File: config.mk
export PLATFORM = sky130hd
export DESIGN_NAME = time_of_day_arithmetic_top
export DESIGN_NICKNAME = d
export VERILOG_FILES = /design/src/hw/rtl/tod_pkg.sv /design/src/hw/rtl/tod_day_wrap.sv /design/src/hw/rtl/tod_hms_split.sv /design/src/hw/rtl/time_of_day_arithmetic_top.sv
export VERILOG_INCLUDE_DIRS = /design/src /design/src/hw/rtl
export SDC_FILE = /design/constraint.sdc
export NUM_CORES = 2
export LEC_CHECK = 0
export BUFFER_PORTS_ARGS = -buffer_cell sky130_fd_sc_hd__buf_2
export CAP_MARGIN = 5
export CELL_PAD_IN_SITES_DETAIL_PLACEMENT = 0
export CELL_PAD_IN_SITES_GLOBAL_PLACEMENT = 1
export CORE_MARGIN = 1.5
export CORE_UTILIZATION = 40
export CTS_CLUSTER_SIZE = 8
export DETAILED_ROUTE_END_ITERATION = 10
export PLACE_DENSITY_LB_ADDON = 0.1
export REMOVE_ABC_BUFFERS = 1
export SLEW_MARGIN = 40
export SYNTH_ARGS = -nofsm -noshare
export SYNTH_HDL_FRONTEND = slang
export SYNTH_SLANG_ARGS = --single-unit
File: constraint.sdc
create_clock -name clock -period 12.1 [get_ports clock]
set_input_delay 0 -clock clock [delete_from_list [all_inputs] [get_ports clock]]
set_output_delay 0 -clock clock [all_outputs]
set_load 0.02 [all_outputs]
File: src/hw/rtl/assert_macros.svh
// ----------------------------------------------------------------------------
// Assertion macros
// Shared concurrent assertion forms for the time-of-day arithmetic RTL.
// ----------------------------------------------------------------------------
`ifndef ASSERT_MACROS_SVH
`define ASSERT_MACROS_SVH

// The consequent must hold in the same cycle as the antecedent.
`define ASSERT_IMPLIES(lbl, clk, rst, ante, cons) \
   lbl: assert property (@(posedge clk) disable iff (rst) (ante) |-> (cons)) \
      else $error("same-cycle implication check failed");

// The consequent must hold in the cycle after the antecedent.
`define ASSERT_NEXT(lbl, clk, rst, ante, cons) \
   lbl: assert property (@(posedge clk) disable iff (rst) (ante) |=> (cons)) \
      else $error("next-cycle implication check failed");

// The condition must hold at every clock edge outside reset.
`define ASSERT_ALWAYS(lbl, clk, rst, cond) \
   lbl: assert property (@(posedge clk) disable iff (rst) (cond)) \
      else $error("invariant check failed");

`endif

File: src/hw/rtl/tod_pkg.sv
// ----------------------------------------------------------------------------
// Time-of-day arithmetic package
// Operation codes, transaction structs and the fixed reciprocal constants.
// ----------------------------------------------------------------------------
`default_nettype none

package tod_pkg;

   // Operation codes carried in the op field of a request.
   typedef enum logic [2:0] {
      OP_TO_SECONDS   = 3'd0,
      OP_FROM_SECONDS = 3'd1,
      OP_ADD_SECONDS  = 3'd2,
      OP_DURATION     = 3'd3,
      OP_COMPARE      = 3'd4
   } op_type;

   // Clock arithmetic constants.
   localparam int unsigned SECS_PER_HOUR = 3600;
   localparam int unsigned SECS_PER_MIN  = 60;
   localparam int unsigned HOURS_PER_DAY = 24;
   localparam int unsigned MINS_PER_HOUR = 60;
   localparam int unsigned SECS_PER_DAY  = 24 * 60 * 60;

   // Widths of the internal seconds values.
   localparam int unsigned SECS_W = 17;
   localparam int unsigned WIDE_W = 34;

   // Day wrap: 86400 = 128 * 675. The quotient by 128 is biased by a
   // multiple of 675 so that it is never negative, then divided by 675
   // through a reciprocal multiply with one correction step.
   localparam int unsigned WRAP_SHIFT       = 7;
   localparam int unsigned WRAP_Y_W         = 28;
   localparam int unsigned WRAP_Q_W         = 19;
   localparam int unsigned WRAP_RECIP_SHIFT = 38;
   localparam logic [9:0]  WRAP_ODD         = 10'd675;
   localparam logic [27:0] WRAP_BIAS        = 28'd67109175;
   localparam logic [28:0] WRAP_RECIP       = 29'd407226528;

   // Reciprocals for splitting seconds into hours and minutes.
   localparam int unsigned HOUR_RECIP_SHIFT = 29;
   localparam logic [17:0] HOUR_RECIP       = 18'd149130;
   localparam int unsigned MIN_RECIP_SHIFT  = 18;
   localparam logic [12:0] MIN_RECIP        = 13'd4369;

   // Request transaction.
   typedef struct packed {
      logic [2:0]         op;
      logic [4:0]         a_hour;
      logic [5:0]         a_minute;
      logic [5:0]         a_second;
      logic [4:0]         b_hour;
      logic [5:0]         b_minute;
      logic [5:0]         b_second;
      logic signed [31:0] offset_seconds;
   } req_type;

   // Response transaction.
   typedef struct packed {
      logic [4:0]  r_hour;
      logic [5:0]  r_minute;
      logic [5:0]  r_second;
      logic [16:0] total_seconds;
      logic        a_valid;
      logic        is_equal;
      logic        is_less;
      logic        is_greater;
   } rsp_type;

   // Side information that travels with an item through the wrap pipeline.
   typedef struct packed {
      logic [2:0]  op;
      logic        a_valid;
      logic        is_equal;
      logic        is_less;
      logic        is_greater;
      logic [16:0] a_secs;
   } tag_type;

endpackage

`default_nettype wire

File: src/hw/rtl/tod_day_wrap.sv
// ----------------------------------------------------------------------------
// Day wrap pipeline
// Reduces a signed 34-bit second count to 0..86399 with a floor modulo,
// in four register stages.
// ----------------------------------------------------------------------------
`default_nettype none
`include "assert_macros.svh"

module tod_day_wrap
   import tod_pkg::*;
(
   input  wire logic                     clock,
   input  wire logic                     reset,
   input  wire logic                     in_valid,
   input  wire logic signed [WIDE_W-1:0] in_x,
   input  wire tag_type                  in_tag,
   output logic                          out_valid,
   output logic [SECS_W-1:0]             out_w,
   output tag_type                       out_tag
);

   localparam int unsigned PROD_W = WRAP_Y_W + 29;

   // Stage 1: split off the low seven bits and bias the quotient.
   logic                      w1_valid_ff;
   logic [WRAP_Y_W-1:0]       w1_ybias_ff, w1_ybias_in;
   logic [WRAP_SHIFT-1:0]     w1_lo_ff;
   tag_type                   w1_tag_ff;

   // Stage 2: reciprocal quotient estimate.
   logic                      w2_valid_ff;
   logic [PROD_W-1:0]         w2_prod;
   logic [WRAP_Q_W-1:0]       w2_qest_ff, w2_qest_in;
   logic [WRAP_Y_W-1:0]       w2_ybias_ff;
   logic [WRAP_SHIFT-1:0]     w2_lo_ff;
   tag_type                   w2_tag_ff;

   // Stage 3: remainder estimate, at most one divisor too large.
   logic                      w3_valid_ff;
   logic [WRAP_Y_W-1:0]       w3_diff;
   logic [10:0]               w3_rem_ff, w3_rem_in;
   logic [WRAP_SHIFT-1:0]     w3_lo_ff;
   tag_type                   w3_tag_ff;

   // Stage 4: corrected remainder joined with the low bits.
   logic                      w4_valid_ff;
   logic [10:0]               w4_rem;
   logic [SECS_W-1:0]         w4_w_ff, w4_w_in;
   tag_type                   w4_tag_ff;

   // The arithmetic shift keeps the floor; the bias is a multiple of 675.
   assign w1_ybias_in = {in_x[WIDE_W-1], in_x[WIDE_W-1:WRAP_SHIFT]} + WRAP_BIAS;

   // The estimate is the true quotient or one below it.
   assign w2_prod    = PROD_W'(w1_ybias_ff) * PROD_W'(WRAP_RECIP);
   assign w2_qest_in = w2_prod[WRAP_RECIP_SHIFT +: WRAP_Q_W];

   assign w3_diff   = w2_ybias_ff - WRAP_Y_W'(w2_qest_ff) * WRAP_Y_W'(WRAP_ODD);
   assign w3_rem_in = w3_diff[10:0];

   // One compare and subtract brings the remainder below 675.
   always_comb begin
      if (w3_rem_ff >= 11'(WRAP_ODD)) begin
         w4_rem = w3_rem_ff - 11'(WRAP_ODD);
      end else begin
         w4_rem = w3_rem_ff;
      end
      w4_w_in = {w4_rem[9:0], w3_lo_ff};
   end

   // Valid bits of the stages.
   always_ff @(posedge clock) begin
      if (reset) begin
         w1_valid_ff <= 1'b0;
         w2_valid_ff <= 1'b0;
         w3_valid_ff <= 1'b0;
         w4_valid_ff <= 1'b0;
      end else begin
         w1_valid_ff <= in_valid;
         w2_valid_ff <= w1_valid_ff;
         w3_valid_ff <= w2_valid_ff;
         w4_valid_ff <= w3_valid_ff;
      end
   end

   // Payload registers of the stages.
   always_ff @(posedge clock) begin
      w1_ybias_ff <= w1_ybias_in;
      w1_lo_ff    <= in_x[WRAP_SHIFT-1:0];
      w1_tag_ff   <= in_tag;

      w2_qest_ff  <= w2_qest_in;
      w2_ybias_ff <= w1_ybias_ff;
      w2_lo_ff    <= w1_lo_ff;
      w2_tag_ff   <= w1_tag_ff;

      w3_rem_ff   <= w3_rem_in;
      w3_lo_ff    <= w2_lo_ff;
      w3_tag_ff   <= w2_tag_ff;

      w4_w_ff     <= w4_w_in;
      w4_tag_ff   <= w3_tag_ff;
   end

   assign out_valid = w4_valid_ff;
   assign out_w     = w4_w_ff;
   assign out_tag   = w4_tag_ff;

   `ASSERT_IMPLIES(a_wrap_in_day, clock, reset, out_valid, out_w < SECS_W'(SECS_PER_DAY))

endmodule

`default_nettype wire

File: src/hw/rtl/tod_hms_split.sv
// ----------------------------------------------------------------------------
// Seconds to hour, minute and second
// Splits a count in 0..86399 by reciprocal multiplies, in six register
// stages.
// ----------------------------------------------------------------------------
`default_nettype none
`include "assert_macros.svh"

module tod_hms_split
   import tod_pkg::*;
(
   input  wire logic              clock,
   input  wire logic              reset,
   input  wire logic              in_valid,
   input  wire logic [SECS_W-1:0] in_w,
   input  wire tag_type           in_tag,
   output logic                   out_valid,
   output logic [4:0]             out_hour,
   output logic [5:0]             out_minute,
   output logic [5:0]             out_second,
   output logic [SECS_W-1:0]      out_w,
   output tag_type                out_tag
);

   localparam int unsigned HPROD_W = SECS_W + 18;
   localparam int unsigned MPROD_W = 12 + 13;

   // Stage 1: hour estimate.
   logic               h1_valid_ff;
   logic [HPROD_W-1:0] h1_prod;
   logic [4:0]         h1_hour_ff;
   logic [SECS_W-1:0]  h1_w_ff;
   tag_type            h1_tag_ff;

   // Stage 2: seconds within the estimated hour.
   logic               h2_valid_ff;
   logic [SECS_W-1:0]  h2_diff;
   logic [12:0]        h2_ms_ff;
   logic [4:0]         h2_hour_ff;
   logic [SECS_W-1:0]  h2_w_ff;
   tag_type            h2_tag_ff;

   // Stage 3: hour correction.
   logic               h3_valid_ff;
   logic [12:0]        h3_ms_full;
   logic [11:0]        h3_ms_ff, h3_ms_in;
   logic [4:0]         h3_hour_ff, h3_hour_in;
   logic [SECS_W-1:0]  h3_w_ff;
   tag_type            h3_tag_ff;

   // Stage 4: minute estimate.
   logic               h4_valid_ff;
   logic [MPROD_W-1:0] h4_prod;
   logic [5:0]         h4_min_ff;
   logic [11:0]        h4_ms_ff;
   logic [4:0]         h4_hour_ff;
   logic [SECS_W-1:0]  h4_w_ff;
   tag_type            h4_tag_ff;

   // Stage 5: second estimate.
   logic               h5_valid_ff;
   logic [11:0]        h5_diff;
   logic [6:0]         h5_sec_ff;
   logic [5:0]         h5_min_ff;
   logic [4:0]         h5_hour_ff;
   logic [SECS_W-1:0]  h5_w_ff;
   tag_type            h5_tag_ff;

   // Stage 6: minute correction.
   logic               h6_valid_ff;
   logic [6:0]         h6_sec_full;
   logic [5:0]         h6_sec_ff, h6_sec_in;
   logic [5:0]         h6_min_ff, h6_min_in;
   logic [4:0]         h6_hour_ff;
   logic [SECS_W-1:0]  h6_w_ff;
   tag_type            h6_tag_ff;

   // The hour and minute estimates are exact or one below.
   assign h1_prod = HPROD_W'(in_w) * HPROD_W'(HOUR_RECIP);
   assign h2_diff = h1_w_ff - SECS_W'(h1_hour_ff) * SECS_W'(SECS_PER_HOUR);

   always_comb begin
      if (h2_ms_ff >= 13'(SECS_PER_HOUR)) begin
         h3_hour_in = h2_hour_ff + 5'd1;
         h3_ms_full = h2_ms_ff - 13'(SECS_PER_HOUR);
      end else begin
         h3_hour_in = h2_hour_ff;
         h3_ms_full = h2_ms_ff;
      end
      h3_ms_in = h3_ms_full[11:0];
   end

   assign h4_prod = MPROD_W'(h3_ms_ff) * MPROD_W'(MIN_RECIP);
   assign h5_diff = h4_ms_ff - 12'(h4_min_ff) * 12'(SECS_PER_MIN);

   always_comb begin
      if (h5_sec_ff >= 7'(SECS_PER_MIN)) begin
         h6_min_in   = h5_min_ff + 6'd1;
         h6_sec_full = h5_sec_ff - 7'(SECS_PER_MIN);
      end else begin
         h6_min_in   = h5_min_ff;
         h6_sec_full = h5_sec_ff;
      end
      h6_sec_in = h6_sec_full[5:0];
   end

   // Valid bits of the stages.
   always_ff @(posedge clock) begin
      if (reset) begin
         h1_valid_ff <= 1'b0;
         h2_valid_ff <= 1'b0;
         h3_valid_ff <= 1'b0;
         h4_valid_ff <= 1'b0;
         h5_valid_ff <= 1'b0;
         h6_valid_ff <= 1'b0;
      end else begin
         h1_valid_ff <= in_valid;
         h2_valid_ff <= h1_valid_ff;
         h3_valid_ff <= h2_valid_ff;
         h4_valid_ff <= h3_valid_ff;
         h5_valid_ff <= h4_valid_ff;
         h6_valid_ff <= h5_valid_ff;
      end
   end

   // Payload registers of the stages.
   always_ff @(posedge clock) begin
      h1_hour_ff <= h1_prod[HOUR_RECIP_SHIFT +: 5];
      h1_w_ff    <= in_w;
      h1_tag_ff  <= in_tag;

      h2_ms_ff   <= h2_diff[12:0];
      h2_hour_ff <= h1_hour_ff;
      h2_w_ff    <= h1_w_ff;
      h2_tag_ff  <= h1_tag_ff;

      h3_ms_ff   <= h3_ms_in;
      h3_hour_ff <= h3_hour_in;
      h3_w_ff    <= h2_w_ff;
      h3_tag_ff  <= h2_tag_ff;

      h4_min_ff  <= h4_prod[MIN_RECIP_SHIFT +: 6];
      h4_ms_ff   <= h3_ms_ff;
      h4_hour_ff <= h3_hour_ff;
      h4_w_ff    <= h3_w_ff;
      h4_tag_ff  <= h3_tag_ff;

      h5_sec_ff  <= h5_diff[6:0];
      h5_min_ff  <= h4_min_ff;
      h5_hour_ff <= h4_hour_ff;
      h5_w_ff    <= h4_w_ff;
      h5_tag_ff  <= h4_tag_ff;

      h6_sec_ff  <= h6_sec_in;
      h6_min_ff  <= h6_min_in;
      h6_hour_ff <= h5_hour_ff;
      h6_w_ff    <= h5_w_ff;
      h6_tag_ff  <= h5_tag_ff;
   end

   assign out_valid  = h6_valid_ff;
   assign out_hour   = h6_hour_ff;
   assign out_minute = h6_min_ff;
   assign out_second = h6_sec_ff;
   assign out_w      = h6_w_ff;
   assign out_tag    = h6_tag_ff;

   `ASSERT_IMPLIES(a_split_ranges, clock, reset, out_valid, (out_hour < 5'(HOURS_PER_DAY)) && (out_minute < 6'(MINS_PER_HOUR)) && (out_second < 6'(SECS_PER_MIN)))
   `ASSERT_IMPLIES(a_split_recombines, clock, reset, out_valid, SECS_W'(out_hour) * SECS_W'(SECS_PER_HOUR) + SECS_W'(out_minute) * SECS_W'(SECS_PER_MIN) + SECS_W'(out_second) == out_w)

endmodule

`default_nettype wire

File: src/hw/rtl/time_of_day_arithmetic_top.sv
// ----------------------------------------------------------------------------
// Time-of-day arithmetic unit
// Converts between hour:minute:second and seconds since midnight, adds
// signed offsets, measures wrapped durations and compares two times.
// ----------------------------------------------------------------------------
// The unit takes one request in every clock cycle: busy is never raised, so
// a request is accepted whenever start is high. Each request gives exactly
// one response, shown on rsp_data for one cycle with rsp_strobe high, in
// request order. The strobe rises once the request has passed all the
// register stages. The response cannot be held off, so the receiver must
// take it in that cycle. The pipeline has 13 register stages: two stages
// of operand preparation, four stages of floor modulo 86400 (reciprocal
// multiply by 1/675 and one correction), six stages splitting the count
// into hours, minutes and seconds (two reciprocal multiplies, each with
// its correction), and the output register. Every operation takes the
// same path and the same time.
// ----------------------------------------------------------------------------
`default_nettype none
`include "assert_macros.svh"

module time_of_day_arithmetic_top
   import tod_pkg::*;
(
   input  wire logic    clock,
   input  wire logic    reset,
   input  wire logic    start,
   output logic         busy,
   input  wire req_type req_data,
   output logic         rsp_strobe,
   output rsp_type      rsp_data
);

   logic                     accept;

   // Stage 1: seconds of both times, validity of time A.
   logic                     s1_valid_ff;
   logic [2:0]               s1_op_ff;
   logic                     s1_a_valid_ff, s1_a_valid_in;
   logic [SECS_W-1:0]        s1_ta_ff, s1_ta_in;
   logic [SECS_W-1:0]        s1_tb_ff, s1_tb_in;
   logic signed [31:0]       s1_offs_ff;

   // Stage 2: operand for the day wrap and the compare flags.
   logic signed [WIDE_W-1:0] s2_offs_ext, s2_ta_ext, s2_tb_ext;
   logic                     s2_valid_ff;
   logic signed [WIDE_W-1:0] s2_x_ff, s2_x_in;
   tag_type                  s2_tag_ff, s2_tag_in;

   // Wrap and split pipelines.
   logic                     wr_valid;
   logic [SECS_W-1:0]        wr_w;
   tag_type                  wr_tag;
   logic                     sp_valid;
   logic [4:0]               sp_hour;
   logic [5:0]               sp_minute;
   logic [5:0]               sp_second;
   logic [SECS_W-1:0]        sp_w;
   tag_type                  sp_tag;

   // Output register.
   logic                     rsp_valid_ff;
   rsp_type                  rsp_data_ff, rsp_data_in;

   // Every cycle can take a new transaction.
   assign busy   = 1'b0;
   assign accept = start && !busy;

   // Seconds since midnight of both times, fields used as given.
   always_comb begin
      s1_ta_in = SECS_W'(req_data.a_hour) * SECS_W'(SECS_PER_HOUR)
               + SECS_W'(req_data.a_minute) * SECS_W'(SECS_PER_MIN)
               + SECS_W'(req_data.a_second);
      s1_tb_in = SECS_W'(req_data.b_hour) * SECS_W'(SECS_PER_HOUR)
               + SECS_W'(req_data.b_minute) * SECS_W'(SECS_PER_MIN)
               + SECS_W'(req_data.b_second);
      s1_a_valid_in = (req_data.a_hour < 5'(HOURS_PER_DAY))
                   && (req_data.a_minute < 6'(MINS_PER_HOUR))
                   && (req_data.a_second < 6'(SECS_PER_MIN));
   end

   // Select the signed count that gets wrapped into one day.
   always_comb begin
      s2_offs_ext = $signed({{(WIDE_W-32){s1_offs_ff[31]}}, s1_offs_ff});
      s2_ta_ext   = $signed({{(WIDE_W-SECS_W){1'b0}}, s1_ta_ff});
      s2_tb_ext   = $signed({{(WIDE_W-SECS_W){1'b0}}, s1_tb_ff});
      case (s1_op_ff)
         OP_FROM_SECONDS: begin
            s2_x_in = s2_offs_ext;
         end
         OP_ADD_SECONDS: begin
            s2_x_in = s2_ta_ext + s2_offs_ext;
         end
         OP_DURATION: begin
            s2_x_in = s2_tb_ext - s2_ta_ext;
         end
         default: begin
            s2_x_in = '0;
         end
      endcase
      s2_tag_in.op         = s1_op_ff;
      s2_tag_in.a_valid    = s1_a_valid_ff;
      s2_tag_in.is_equal   = (s1_ta_ff == s1_tb_ff);
      s2_tag_in.is_less    = (s1_ta_ff < s1_tb_ff);
      s2_tag_in.is_greater = (s1_ta_ff > s1_tb_ff);
      s2_tag_in.a_secs     = s1_ta_ff;
   end

   // Valid bits of the front stages and the output.
   always_ff @(posedge clock) begin
      if (reset) begin
         s1_valid_ff  <= 1'b0;
         s2_valid_ff  <= 1'b0;
         rsp_valid_ff <= 1'b0;
      end else begin
         s1_valid_ff  <= accept;
         s2_valid_ff  <= s1_valid_ff;
         rsp_valid_ff <= sp_valid;
      end
   end

   // Payload registers of the front stages and the output.
   always_ff @(posedge clock) begin
      s1_op_ff      <= req_data.op;
      s1_a_valid_ff <= s1_a_valid_in;
      s1_ta_ff      <= s1_ta_in;
      s1_tb_ff      <= s1_tb_in;
      s1_offs_ff    <= req_data.offset_seconds;
      s2_x_ff       <= s2_x_in;
      s2_tag_ff     <= s2_tag_in;
      rsp_data_ff   <= rsp_data_in;
   end

   tod_day_wrap u_wrap (
      .clock     (clock),
      .reset     (reset),
      .in_valid  (s2_valid_ff),
      .in_x      (s2_x_ff),
      .in_tag    (s2_tag_ff),
      .out_valid (wr_valid),
      .out_w     (wr_w),
      .out_tag   (wr_tag)
   );

   tod_hms_split u_split (
      .clock      (clock),
      .reset      (reset),
      .in_valid   (wr_valid),
      .in_w       (wr_w),
      .in_tag     (wr_tag),
      .out_valid  (sp_valid),
      .out_hour   (sp_hour),
      .out_minute (sp_minute),
      .out_second (sp_second),
      .out_w      (sp_w),
      .out_tag    (sp_tag)
   );

   // Build the response: a_valid is always set, else only the fields of the chosen operation.
   always_comb begin
      rsp_data_in         = '0;
      rsp_data_in.a_valid = sp_tag.a_valid;
      case (sp_tag.op)
         OP_TO_SECONDS: begin
            rsp_data_in.total_seconds = sp_tag.a_secs;
         end
         OP_FROM_SECONDS, OP_ADD_SECONDS: begin
            rsp_data_in.r_hour        = sp_hour;
            rsp_data_in.r_minute      = sp_minute;
            rsp_data_in.r_second      = sp_second;
            rsp_data_in.total_seconds = sp_w;
         end
         OP_DURATION: begin
            rsp_data_in.total_seconds = sp_w;
         end
         OP_COMPARE: begin
            rsp_data_in.is_equal   = sp_tag.is_equal;
            rsp_data_in.is_less    = sp_tag.is_less;
            rsp_data_in.is_greater = sp_tag.is_greater;
         end
         default: begin
            rsp_data_in.total_seconds = '0;
         end
      endcase
   end

   assign rsp_strobe = rsp_valid_ff;
   assign rsp_data   = rsp_data_ff;

   `ASSERT_NEXT(a_compare_onehot, clock, reset, sp_valid && (sp_tag.op == OP_COMPARE), $onehot({rsp_data.is_equal, rsp_data.is_less, rsp_data.is_greater}))
   `ASSERT_IMPLIES(a_flags_exclusive, clock, reset, rsp_strobe, $onehot0({rsp_data.is_equal, rsp_data.is_less, rsp_data.is_greater}))

endmodule

`default_nettype wire
==> results.py <==
metrics = {
    "status": {
        "outcome": "finished clean",
    },
    "floorplanning": {
        "die_area_sq_um": 92000,
        "io_pins": 112,
        "start_util_pct": 40.6,
        "die_h_um": 303,
        "core_area_sq_um": 88900,
        "num_rows": 109,
        "die_w_um": 303,
    },
    "sta": {
        "tns_ps": 0,
        "final-setup-viol-count": 0,
        "drv_slew": 0,
        "timing.final.crit_share_pct": 51.7,
        "slew-limit-headroom_pct": 49.9,
        "rsz0062_at_grt": "no",
        "worst_pin_slew_ps": 749,
        "hold_viol_final": 0,
        "min_period_ps": 6250,
        "fmax_mhz": 160,
        "skew_ps": 61.5,
    },
    "min_path": {
        "holdPathStages": 4,
        "hold_class": "primary input to flip-flop",
    },
    "cells_and_area": {
        "area_delta_synth_final_pct": 15.9,
        "multiInputGateArea_sq_um": 20100,
        "fin_nets": 4464,
        "drive_gt1_share_pct": 7.52,
        "regArea_sq_um": 13900,
        "fillers": 8165,
    },
    "detailed_routing": {
        "dr_total_vias": 21500,
        "drt_iter0_drc": 670,
        "avgRoutedWirePerCell_um": 16.1,
        "drt-total-wl_mm": 74.6,
        "ant_nets": 0,
        "firstDrtPassIters": 5,
        "drc": 0,
        "routed_via_density": 4.64,
    },
    "critical_path": {
        "crit_type": "flip-flop to flip-flop",
        "end_kind": "flip-flop",
        "required_ps": 12620,
        "rr_worst_depth": 19,
        "start_kind": "flip-flop",
        "worst_ep_arrival_time_ps": 6770,
        "cp_max_fo": 10,
    },
    "logic_synthesis": {
        "ys_warn_count": 0,
        "avgSynthCellArea_sq_um": 11.5,
        "synth_edf_count": 0,
        "async_reset_ff_share_pct": 0,
        "synth-seq-cells": 695,
        "ys_types": 74,
        "syn_area_sq_um": 36100,
        "synth-main-ff-cell": "dfxtp_1",
        "synthCells": 3150,
        "ys_seq_area_share_pct": 38.5,
    },
    "clock_network": {
        "clkLatencyLatePin_ps": 680,
        "cts_setup_buffers": 0,
        "cts_max_path_buffers": 3,
        "cts_buffers": 98,
        "h-tree-depth": 3,
        "clock-sinks": 695,
        "cts_tree": "done",
        "cts_resized": 0,
        "path_clk_slew_ps": 50,
        "root_buffer": "clkbuf_16",
    },
    "grt": {
        "grt_max_degree": 22,
        "antenna_found_initial": 2,
        "grt_overflow": 0,
        "grt_use_total_pct": 17.0,
        "grt_pass1_vias": 23400,
        "grt_pass1_wl_mm": 122,
    },
    "placement": {
        "gp_congestion": 0.864,
        "dp_hpwl_mm": 59.3,
        "numPortBuffers": 110,
    },
    "flow_run": {
        "max_cap_viol_count": 0,
    },
}
==> Yosys cell counts (all sizes together), types with 5 or more instances <==
| cell | n | area share, % |
|---|---|---|
| nand4 | 20 | 0.35 |
| nor2b | 33 | 0.57 |
| dfxtp | 695 | 39 |
| a21oi | 116 | 1.7 |
| o21ai | 78 | 1.1 |
| xor2 | 59 | 1.4 |
| a21o | 55 | 1.1 |
| a31o | 5 | 0.12 |
| a22oi | 11 | 0.23 |
| a22o | 18 | 0.44 |
| o211ai | 13 | 0.27 |
| nor3 | 20 | 0.28 |
| o21bai | 16 | 0.33 |
| or3 | 5 | 0.10 |
| o311ai | 7 | 0.19 |
| nor4 | 8 | 0.14 |
| and2 | 24 | 0.42 |
| nand2b | 18 | 0.31 |
| nor2 | 84 | 0.88 |
| fa | 287 | 16 |
| clkbuf | 11 | 0.11 |
| xnor2 | 131 | 3.2 |
| ha | 651 | 23 |
| o21a | 11 | 0.25 |
| a211oi | 10 | 0.24 |
| and3 | 19 | 0.33 |
| or2 | 8 | 0.14 |
| a31oi | 13 | 0.24 |
| nand3 | 31 | 0.43 |
| nand2 | 81 | 0.84 |
| inv | 550 | 5.7 |
==> critical path, cell delays in order, from the launching register on <==
cell      delay [ps]
dfxtp_1          730
fa_1             540
ha_1             290
ha_1             330
fa_1             470
fa_1             510
fa_1             550
inv_1             60
fa_1             600
inv_1             60
ha_1             340
nand4_1          170
nor2_1           200
o211ai_1         130
a211oi_2         320
nor2_1            80
a31oi_1          260
a221o_1          230
a21oi_1           80
xnor2_1          120
==> cells by family (layout without fill, tap and decap cells) <==
family          Yosys count  count (layout)  share of synthesized area, %
compound gates          388             388                          7.12
simple gates            367             367                          5.15
flops                   695             695                          38.5
mux                       5               5                         0.149
fa+ha+maj               938             938                          38.5
xor+xnor                190             190                          4.61
other cells               2               6                        0.0208
buf+inv                 565             882                          5.91
==> registers in the layout, summed over array words and instances (netlist names), 27 cells and up <==
name / cells
u_wrap.w1_ybias_ff: 27
rsp_data: 38
s1_offs_ff: 32
s2_x_ff: 33
==> metal layers <==
| metal | track usage (%) | routed length, um | up-vias |
|---|---|---|---|
| met5 | 0 | 0 | - |
| met4 | 5.45 | 2010 | 0 |
| met3 | 2.78 | 2490 | 115 |
| met2 | 28.6 | 34900 | 283 |
| met1 | 22.3 | 35200 | 10200 |
| li1 | - | - | 10900 |
==> final timing paths <==
| path | startpoint | to | slack (ps) |
|---|---|---|---|
| max | u_wrap.w1_ybias_ff[18] | u_wrap.w2_qest_ff[10] | 5850 |
| min | req_data[39] | s1_tb_ff[4] | 60 |
| max reg2reg | u_wrap.w1_ybias_ff[18] | u_wrap.w2_qest_ff[10] | 5850 |
| min reg2reg | u_wrap.w2_tag_ff[1] | u_wrap.w3_tag_ff[1] | 290 |
==> through the flow <==
step / hold WS [ps] / utilization [%] / worst slack, ps / instance area (sq um) / instances
2_1_floorplan: 27.7 / - / 6450 / 36000 / 3137
3_3_place_gp: 102 / 42.8 / 5880 / 38100 / 4417
4_1_cts: 15.7 / 47.0 / 5840 / 41800 / 4634
5_1_grt: 42.4 / 47.0 / 5560 / 41800 / 4634
3_5_place_dp: 104 / 42.8 / 5850 / 38100 / 4417
6_report: 62.7 / 47.0 / 5850 / 41800 / 4636
==> layout make-up <==
class | instances | share of cell area, %
multi-input combinational | 1892 | 48.0
sequential | 695 | 33.3
clock buffer | 106 | 5.98
inverter | 550 | 4.94
timing repair buffer | 217 | 3.85
tap | 1165 | 3.48
clock inverter | 9 | 0.497
antenna | 2 | 0.0120
==> cells in the final DEF (no fill, tap or decap), drive strengths merged, types with 5 or more instances in the layout <==
master,count
nand3,31
buf,115
dlygate4sd3,102
a31o,5
o211ai,13
clkinv,7
ha,651
or2,8
a31oi,13
dfxtp,695
nand2,81
a21o,55
a21oi,116
xnor2,131
a211oi,10
nand2b,18
inv,551
o21a,11
o311ai,7
and3,19
o21bai,16
or3,5
nand4,20
nor4,8
nor3,20
nor2b,33
fa,287
a22oi,11
xor2,59
and2,24
clkbuf,106
o21ai,78
a22o,18
nor2,84
==> what timing repair did <==
action                                 CTS  global route
setup endpoints to repair                0             0
endpoints found under the hold margin   69             0
hold buffers                           102             0
Power is left out: the tool's default activity adds up to more than one toggle a clock period on the data nets, which glitch-free logic cannot reach.
